[config.mk]
export PLATFORM = sky130hd
export DESIGN_NAME = cigar_indel_event_extractor_unit_flat
export DESIGN_NICKNAME = d
export VERILOG_FILES = /design/src/hw/rtl/ciee_pkg.sv /design/src/hw/rtl/ciee_stream_if.sv /design/src/hw/rtl/ciee_in_stage.sv /design/src/hw/rtl/ciee_core.sv /design/src/hw/rtl/ciee_res_queue.sv /design/src/hw/rtl/cigar_indel_event_extractor_unit.sv /design/src/flat_wrapper.sv
export SDC_FILE = /design/constraint.sdc
export NUM_CORES = 1
export LEC_CHECK = 0
export ABC_AREA = 1
export BUFFER_PORTS_ARGS = -buffer_cell sky130_fd_sc_hd__buf_2
export CORE_AREA = 4 4 41 43
export CTS_CLUSTER_DIAMETER = 60
export DETAILED_ROUTE_END_ITERATION = 8
export DIE_AREA = 0 0 45 47
export GPL_TIMING_DRIVEN = 0
export PLACE_DENSITY = 0.67
export SETUP_SLACK_MARGIN = 0.02
export SLEW_MARGIN = 0
export SYNTH_ARGS = -nofsm -noshare
export SYNTH_HDL_FRONTEND = slang
export SYNTH_SLANG_ARGS = --single-unit
[constraint.sdc]
create_clock -name clk -period 1.7 [get_ports clk]
set_input_delay 0.085 -clock clk [delete_from_list [all_inputs] [get_ports clk]]
set_output_delay 0.085 -clock clk [all_outputs]
set_load 0.02 [all_outputs]
[src/hw/rtl/ciee_pkg.sv]
package ciee_pkg;

    localparam int unsigned LEN_W   = 28;
    localparam int unsigned COORD_W = 32;
    localparam int unsigned KIND_W  = 3;
    localparam int unsigned COUNT_W = 16;
    localparam int unsigned CFG_IDX_W  = 2;
    localparam int unsigned CFG_DATA_W = 32;

    localparam logic [31:0] CIEE_MAX_EVENTS = 32'd65535;

    localparam logic [KIND_W-1:0] OP_CONSUME = 3'd0;
    localparam logic [KIND_W-1:0] OP_INS     = 3'd1;
    localparam logic [KIND_W-1:0] OP_DEL     = 3'd2;
    localparam logic [KIND_W-1:0] OP_SCLIP   = 3'd3;
    localparam logic [KIND_W-1:0] OP_HCLIP   = 3'd4;

    localparam logic [CFG_IDX_W-1:0] CFG_MIN_EVENT_LEN = 2'd0;
    localparam logic [CFG_IDX_W-1:0] CFG_MIN_END_BASES = 2'd1;
    localparam logic [CFG_IDX_W-1:0] CFG_INDEL_SELECT  = 2'd2;

    localparam logic REC_EVENT = 1'b0;
    localparam logic REC_COUNT = 1'b1;
    localparam logic EV_DEL    = 1'b0;
    localparam logic EV_INS    = 1'b1;

    localparam int unsigned SEL_DEL_BIT = 0;
    localparam int unsigned SEL_INS_BIT = 1;

    typedef struct packed {
        logic [KIND_W-1:0]  op_kind;
        logic [LEN_W-1:0]   op_len;
        logic               first_op;
        logic               last_op;
        logic [COORD_W-1:0] read_len;
        logic [COORD_W-1:0] ref_start;
        logic [LEN_W-1:0]   end_clip_len;
    } op_item_t;

    typedef struct packed {
        logic               record_kind;
        logic [COORD_W-1:0] event_start;
        logic [COORD_W-1:0] event_end;
        logic [LEN_W-1:0]   event_size;
        logic               event_kind;
        logic [COUNT_W-1:0] event_count;
        logic               last;
    } res_item_t;

    typedef struct packed {
        logic      ev_valid;
        res_item_t ev;
        logic      cnt_valid;
        res_item_t cnt;
    } res_pair_t;

endpackage

[src/hw/rtl/ciee_stream_if.sv]
interface ciee_stream_if #(
    parameter type payload_t = logic
);
    logic     valid;
    logic     ready;
    payload_t payload;

    modport source (output valid, output payload, input ready);
    modport sink   (input valid, input payload, output ready);
endinterface

[src/hw/rtl/ciee_in_stage.sv]
module ciee_in_stage
    import ciee_pkg::*;
(
    input  logic     clk,
    input  logic     rst_n,
    input  logic     in_valid,
    input  op_item_t in_item,
    output logic     in_ready,
    input  logic     advance,
    output logic     item_valid,
    output op_item_t item
);

    logic     valid_reg;
    logic     valid_next;
    op_item_t item_reg;

    assign in_ready   = !valid_reg || advance;
    assign valid_next = in_ready ? in_valid : valid_reg;

    always_ff @(posedge clk or negedge rst_n)
    begin
        if (!rst_n)
        begin
            valid_reg <= 1'b0;
        end
        else
        begin
            valid_reg <= valid_next;
        end
    end

    always_ff @(posedge clk)
    begin
        if (in_ready && in_valid)
        begin
            item_reg <= in_item;
        end
    end

    assign item_valid = valid_reg;
    assign item       = item_reg;

endmodule

[src/hw/rtl/ciee_core.sv]
module ciee_core
    import ciee_pkg::*;
#(
    parameter logic [31:0] MAX_EVENTS = CIEE_MAX_EVENTS
)
(
    input  logic                  clk,
    input  logic                  rst_n,
    input  logic                  cfg_we,
    input  logic [CFG_IDX_W-1:0]  cfg_index,
    input  logic [CFG_DATA_W-1:0] cfg_data,
    input  logic                  advance,
    input  op_item_t              item,
    output res_pair_t             pair
);

    localparam logic [COUNT_W-1:0] EVENT_CAP =
        (MAX_EVENTS > 32'd65535) ? 16'hFFFF : MAX_EVENTS[COUNT_W-1:0];

    logic [LEN_W-1:0]   min_event_len_reg;
    logic [COORD_W-1:0] min_end_bases_reg;
    logic [1:0]         indel_select_reg;

    logic [COORD_W-1:0] ref_coord_reg, ref_coord_next;
    logic [COORD_W-1:0] query_bases_reg, query_bases_next;
    logic [COORD_W-1:0] stop_limit_reg, stop_limit_next;
    logic               scan_finished_reg, scan_finished_next;
    logic [COUNT_W-1:0] events_found_reg, events_found_next;

    logic [COORD_W-1:0] rc, qb, ef_unused_guard;
    logic [COUNT_W-1:0] ef;
    logic               fin;
    logic [COORD_W-1:0] len32, clip32, sclip32, rc_add, qb_add;
    logic [COORD_W-1:0] ev_start, ev_end;
    logic               ev_kind, test, emit;

    assign len32   = {{(COORD_W-LEN_W){1'b0}}, item.op_len};
    assign clip32  = {{(COORD_W-LEN_W){1'b0}}, item.end_clip_len};
    assign sclip32 = (item.op_kind == OP_SCLIP) ? len32 : '0;

    always_comb
    begin
        rc  = item.first_op ? item.ref_start : ref_coord_reg;
        qb  = item.first_op ? '0 : query_bases_reg;
        ef  = item.first_op ? '0 : events_found_reg;
        fin = item.first_op ? 1'b0 : scan_finished_reg;
        stop_limit_next = item.first_op
            ? (item.read_len - min_end_bases_reg - clip32 - sclip32)
            : stop_limit_reg;
        ef_unused_guard = '0;
    end

    assign rc_add = rc + len32;
    assign qb_add = qb + len32;

    always_comb
    begin
        ref_coord_next     = rc;
        query_bases_next   = qb;
        scan_finished_next = fin;
        ev_start           = rc;
        ev_end             = rc + 32'd1;
        ev_kind            = EV_INS;
        test               = 1'b0;
        emit               = 1'b0;
        if (!fin && item.op_kind != OP_SCLIP && item.op_kind != OP_HCLIP)
        begin
            if (item.op_kind == OP_DEL)
            begin
                ref_coord_next = rc_add;
                ev_end         = rc_add - 32'd1;
                ev_kind        = EV_DEL;
                test           = indel_select_reg[SEL_DEL_BIT];
            end
            else if (item.op_kind == OP_INS)
            begin
                query_bases_next = qb_add;
                test = (qb >= min_end_bases_reg) && indel_select_reg[SEL_INS_BIT];
            end
            else
            begin
                query_bases_next = qb_add;
                ref_coord_next   = rc_add;
            end
            if (test)
            begin
                if (query_bases_next >= stop_limit_next)
                begin
                    scan_finished_next = 1'b1;
                end
                else
                begin
                    emit = (query_bases_next >= min_end_bases_reg)
                        && (item.op_len >= min_event_len_reg)
                        && (ef < EVENT_CAP);
                end
            end
        end
        events_found_next = ef + {{(COUNT_W-1){1'b0}}, emit};
    end

    always_comb
    begin
        pair.ev_valid        = emit;
        pair.ev.record_kind  = REC_EVENT;
        pair.ev.event_start  = ev_start;
        pair.ev.event_end    = ev_end | ef_unused_guard;
        pair.ev.event_size   = item.op_len;
        pair.ev.event_kind   = ev_kind;
        pair.ev.event_count  = '0;
        pair.ev.last         = !item.last_op;
        pair.cnt_valid       = item.last_op;
        pair.cnt.record_kind = REC_COUNT;
        pair.cnt.event_start = '0;
        pair.cnt.event_end   = '0;
        pair.cnt.event_size  = '0;
        pair.cnt.event_kind  = EV_DEL;
        pair.cnt.event_count = events_found_next;
        pair.cnt.last        = 1'b1;
    end

    always_ff @(posedge clk or negedge rst_n)
    begin
        if (!rst_n)
        begin
            min_event_len_reg <= '0;
            min_end_bases_reg <= '0;
            indel_select_reg  <= 2'b11;
        end
        else if (cfg_we)
        begin
            unique case (cfg_index)
                CFG_MIN_EVENT_LEN: min_event_len_reg <= cfg_data[LEN_W-1:0];
                CFG_MIN_END_BASES: min_end_bases_reg <= cfg_data[COORD_W-1:0];
                CFG_INDEL_SELECT:  indel_select_reg  <= cfg_data[1:0];
                default:           ;
            endcase
        end
    end

    always_ff @(posedge clk or negedge rst_n)
    begin
        if (!rst_n)
        begin
            ref_coord_reg     <= '0;
            query_bases_reg   <= '0;
            stop_limit_reg    <= '0;
            scan_finished_reg <= 1'b0;
            events_found_reg  <= '0;
        end
        else if (advance)
        begin
            ref_coord_reg     <= ref_coord_next;
            query_bases_reg   <= query_bases_next;
            stop_limit_reg    <= stop_limit_next;
            scan_finished_reg <= scan_finished_next;
            events_found_reg  <= events_found_next;
        end
    end

endmodule

[src/hw/rtl/ciee_res_queue.sv]
module ciee_res_queue
    import ciee_pkg::*;
(
    input  logic      clk,
    input  logic      rst_n,
    input  logic      push,
    input  res_pair_t pair,
    output logic      room,
    output logic      out_valid,
    input  logic      out_ready,
    output res_item_t out_item
);

    localparam int unsigned DEPTH = 4;
    localparam int unsigned PTR_W = $clog2(DEPTH);
    localparam int unsigned CNT_W = PTR_W + 1;

    res_item_t         mem [DEPTH];
    logic [PTR_W-1:0]  wr_ptr_reg, wr_ptr_next;
    logic [PTR_W-1:0]  rd_ptr_reg, rd_ptr_next;
    logic [CNT_W-1:0]  count_reg, count_next;
    logic [PTR_W-1:0]  cnt_addr;
    logic              pop, push_ev, push_cnt;
    logic [CNT_W-1:0]  push_n;

    assign pop      = out_valid && out_ready;
    assign push_ev  = push && pair.ev_valid;
    assign push_cnt = push && pair.cnt_valid;
    assign push_n   = CNT_W'(push_ev) + CNT_W'(push_cnt);
    assign cnt_addr = wr_ptr_reg + PTR_W'(push_ev);

    assign room = (count_reg <= CNT_W'(DEPTH - 2))
        || ((count_reg == CNT_W'(DEPTH - 1)) && pop);

    assign wr_ptr_next = wr_ptr_reg + push_n[PTR_W-1:0];
    assign rd_ptr_next = rd_ptr_reg + PTR_W'(pop);
    assign count_next  = count_reg + push_n - CNT_W'(pop);

    always_ff @(posedge clk or negedge rst_n)
    begin
        if (!rst_n)
        begin
            wr_ptr_reg <= '0;
            rd_ptr_reg <= '0;
            count_reg  <= '0;
        end
        else
        begin
            wr_ptr_reg <= wr_ptr_next;
            rd_ptr_reg <= rd_ptr_next;
            count_reg  <= count_next;
        end
    end

    always_ff @(posedge clk)
    begin
        if (push_ev)
        begin
            mem[wr_ptr_reg] <= pair.ev;
        end
        if (push_cnt)
        begin
            mem[cnt_addr] <= pair.cnt;
        end
    end

    assign out_valid = (count_reg != '0);
    assign out_item  = mem[rd_ptr_reg];

endmodule

[src/hw/rtl/cigar_indel_event_extractor_unit.sv]
// An accepted item is registered in the input stage, then its results go into
// the result queue. Throughput: 1 item per cycle while the 4-entry queue has
// room for two results; an item with an event and a count record writes both
// at once. The read state is registered per item, so items follow back to back.
// Reset (rst_n, async, active low) clears read state, queue and input stage,
// and loads min_event_len = 0, min_end_bases = 0, indel_select = 3.
module cigar_indel_event_extractor_unit
    import ciee_pkg::*;
#(
    parameter logic [31:0] MAX_EVENTS = CIEE_MAX_EVENTS
)
(
    input  logic                  clk,
    input  logic                  rst_n,
    input  logic                  cfg_we,
    input  logic [CFG_IDX_W-1:0]  cfg_index,
    input  logic [CFG_DATA_W-1:0] cfg_data,
    ciee_stream_if.sink           op_in,
    ciee_stream_if.source         res_out
);

    logic      item_valid;
    op_item_t  item;
    logic      room;
    logic      advance;
    res_pair_t pair;

    assign advance = item_valid && room;

    ciee_in_stage u_in_stage (
        .clk        (clk),
        .rst_n      (rst_n),
        .in_valid   (op_in.valid),
        .in_item    (op_in.payload),
        .in_ready   (op_in.ready),
        .advance    (advance),
        .item_valid (item_valid),
        .item       (item)
    );

    ciee_core #(
        .MAX_EVENTS (MAX_EVENTS)
    ) u_core (
        .clk       (clk),
        .rst_n     (rst_n),
        .cfg_we    (cfg_we),
        .cfg_index (cfg_index),
        .cfg_data  (cfg_data),
        .advance   (advance),
        .item      (item),
        .pair      (pair)
    );

    ciee_res_queue u_res_queue (
        .clk       (clk),
        .rst_n     (rst_n),
        .push      (advance),
        .pair      (pair),
        .room      (room),
        .out_valid (res_out.valid),
        .out_ready (res_out.ready),
        .out_item  (res_out.payload)
    );

endmodule

[src/flat_wrapper.sv]
// flat-port wrapper written by rule: the top's interface ports become plain ports
module cigar_indel_event_extractor_unit_flat import ciee_pkg::*;
#(
    parameter logic [31:0] MAX_EVENTS = CIEE_MAX_EVENTS
)
  (clk, rst_n, cfg_we, cfg_index, cfg_data, op_in_valid, op_in_payload, op_in_ready, res_out_valid, res_out_payload, res_out_ready);
  ciee_stream_if op_in_i ();
  ciee_stream_if res_out_i ();
  input  logic clk;
  input  logic rst_n;
  input  logic cfg_we;
  input  logic [CFG_IDX_W-1:0] cfg_index;
  input  logic [CFG_DATA_W-1:0] cfg_data;
  input wire logic [$bits(op_in_i.valid)-1:0] op_in_valid;
  input wire logic [$bits(op_in_i.payload)-1:0] op_in_payload;
  output wire logic [$bits(op_in_i.ready)-1:0] op_in_ready;
  output wire logic [$bits(res_out_i.valid)-1:0] res_out_valid;
  output wire logic [$bits(res_out_i.payload)-1:0] res_out_payload;
  input wire logic [$bits(res_out_i.ready)-1:0] res_out_ready;
  assign op_in_i.valid = op_in_valid;
  assign op_in_i.payload = op_in_payload;
  assign op_in_ready = op_in_i.ready;
  assign res_out_valid = res_out_i.valid;
  assign res_out_payload = res_out_i.payload;
  assign res_out_i.ready = res_out_ready;
  cigar_indel_event_extractor_unit #(.MAX_EVENTS(MAX_EVENTS)) u_core (.clk(clk), .rst_n(rst_n), .cfg_we(cfg_we), .cfg_index(cfg_index), .cfg_data(cfg_data), .op_in(op_in_i), .res_out(res_out_i));
endmodule
==> results.md <==
- Outcome: finished, final reports clean
- Mapped Area: 216 um^2
- Vias in the first global route: about 170
- Crit path capture: u_core.u_res_queue.count_reg[2]
- Final setup vio count: 0
- I/O pins: 43
- Final instance area: 293 um^2
- Max-slew violation count: 0
- Hold Fails Final Rpt: 0
- Netlist cell types: 10
- Num CTS Buffers: 3
- Synth top area share: a little under half
- Max reg flops: 3
- Post-Layout Cell Count: 49
- Routability cong.: slightly below 0.6
- Post-Place Cells: 45
- Max-cap violations: 0
- Commonest non-fill, non-tap cells in the layout: inv_1 (8), buf_2 (5), dfrtp_1 (4)
- Most common cell after layout, fill and taps aside: inv_1
- Pwr/cell area: 1690 nW/um^2
- Max FO, Critical Path: 3
- DR WL/cell: about 6.8 um
- RR Endpoint: u_core.u_res_queue.count_reg[2]
- Yosys warnings: 0
- Worst-skew pair later-pin latency: between 0.2 and 0.25 ns
- Min-Delay Path Class: in -> reg
- Critical R2R Launch: u_core.u_res_queue.count_reg[2]
- Worst path arrival time: roughly 1.4 ns
- Area Overhead vs Synth: 35.3%
- Synth area leader: dfrtp_1
- Minimum clock period: 1.31 ns
- Chip width: 45 um
- Layout cell share with drive strength beyond 1: 38.2%
- Worst vdd ir: around 0.00034 V
- Core Box Area: 1300 um^2
- Critical path type: reg -> reg
- Die Area: around 2100 um^2
- RSZ-0062 raised after global routing: false
- Leak: ~0.00017 uW
- Dpl cell area: about 260 um^2
- Depth of the CTS H-tree: 1
- DRT Pass-1 Iters: 2
- Drt total wl: around 330 um
- Cts repair resizes: 0
- CTS tree: built
- Crit start category: flip-flop
- Root buffer cell: clkbuf_4
- Routed Antenna Nets: 0
- Setup TNS: 0 ns
- DR DRC count: 0
- Crit. End Element: flip-flop
- Layout Nets: a little under 80
- Initial antenna violation count: 0
- Total track usage: ~4.4%
- Port Buffer Count: 5
- Place WS: 0.371 ns
- Largest cells by area after synthesis: dfrtp_1 (46%), inv_1 (14%), ha_1 (12%)
- Fin Hold WS: ~0.042 ns
- Worst r2r path cells: 5
- Final Skew: approximately 0.0012 ns
- DPL Wire Length: around 280 um
- CTS Buffer Depth: 2
- FP Rows: 13
- CP required: ~1.8 ns
- First-pass GRT wire length: 572 um
- Cells after synthesis: 25
- Vias/cell: ~3.3
- Die H: between 40 and 50 um
- Ant diodes: 0
- Congestion Overflow GR: 0
- Net Count, Synth: between 60 and 70
- Worst-path clk slew: roughly 0.04 ns
- Number of DRC markers in iteration 0: 1
- Sequential cell area fraction in the yosys report: between 40 and 50%
- Syn Area/Cell: between 8 and 9 um^2
- Fmax: between 700 and 800 MHz
- Sink Count: 4
- Setup ws final: a little under 0.4 ns
- Reg-to-reg setup timing slack: 0.39 ns
- Routed vias: 160
- Post-synthesis register bit count: 4
- Fin crit share: 77.1%
- CP startpoint: u_core.u_res_queue.count_reg[2]
- Largest net degree at the start of global routing: 5
- Starting Density: 16.6%
## where the power goes
group	internal [uW]	total (uW)	leakage, uW	switching, uW
Clock	78.8	115	0.0000138	35.9
Combinational	79.8	209	0.000115	130
Sequential	143	170	0.0000459	26.6
Total	302	494	0.000175	192
## metrics by stage
| stage | util (%) | power [uW] |
|---|---|---|
| 5_1_grt | 22.5 | 548 |
| 3_5_place_dp | 20.0 | 386 |
| 2_1_floorplan | - | 330 |
| 6_report | 22.5 | 494 |
| 3_3_place_gp | 20.0 | 379 |
| 4_1_cts | 22.5 | 509 |
## critical path, cell delays in order, from the launching register on
cell     delay [ns]
dfrtp_1        0.39
nor2_2         0.15
a21oi_1        0.09
ha_1           0.20
ha_1           0.20
xor2_1         0.16
## worst min-delay path by stage
| stage | startpoint | end | cells past startpoint |
|---|---|---|---|
| 3_5_place_dp | rst_n | u_core.u_res_queue.count_reg[1] | 1 |
| 2_1_floorplan | rst_n | u_core.u_in_stage.item_valid | 0 |
| 4_1_cts | op_in_valid | u_core.u_in_stage.item_valid | 3 |
| 3_3_place_gp | rst_n | u_core.u_res_queue.count_reg[1] | 1 |
| 5_1_grt | op_in_valid | u_core.u_in_stage.item_valid | 3 |
| 6_report | op_in_valid | u_core.u_in_stage.item_valid | 3 |
## cell usage after synthesis (all sizes together)
cell   number
nor2        2
dfrtp       4
buf         1
inv         8
a21oi       1
ha          2
nand2       5
conb        1
xor2        1
## layout make-up
class,instances,area [um^2]
buffer,1,7.51
tap,15,18.8
fill,160,1010
inverter,8,30.0
timing repair buffer,6,35.0
clock buffer,3,22.5
sequential,4,100
multi-input combinational,12,78.8
## kinds of logic (layout without fill, tap and decap cells)
| group | Yosys count | after routing | share of synthesized area, % |
|---|---|---|---|
| DFF | 4 | 4 | 46.2 |
| and+or+nand+nor | 7 | 7 | 16.8 |
| AOI/OAI and AO/OA | 1 | 1 | 2.31 |
| adders and majority gates | 2 | 2 | 11.6 |
| buffers and inverters | 9 | 18 | 17.3 |
| xor gates and xnor gates | 1 | 1 | 4.05 |
| other | 1 | 1 | 1.73 |
## repair_timing
item                      4_1_cts  5_1_grt
hold endpoints to repair        4        0
hold buffers                    1        0
buffers inserted                0        0
## routing by layer
layer,vias to the layer above,routed length [um],GRT usage [%]
met2,4,181,6.21
li1,86,-,-
met5,-,0,0
met4,0,0,7.02
met3,0,39,2.30
met1,70,111,3.45
Note: power is estimated with default switching activity, not from simulation.
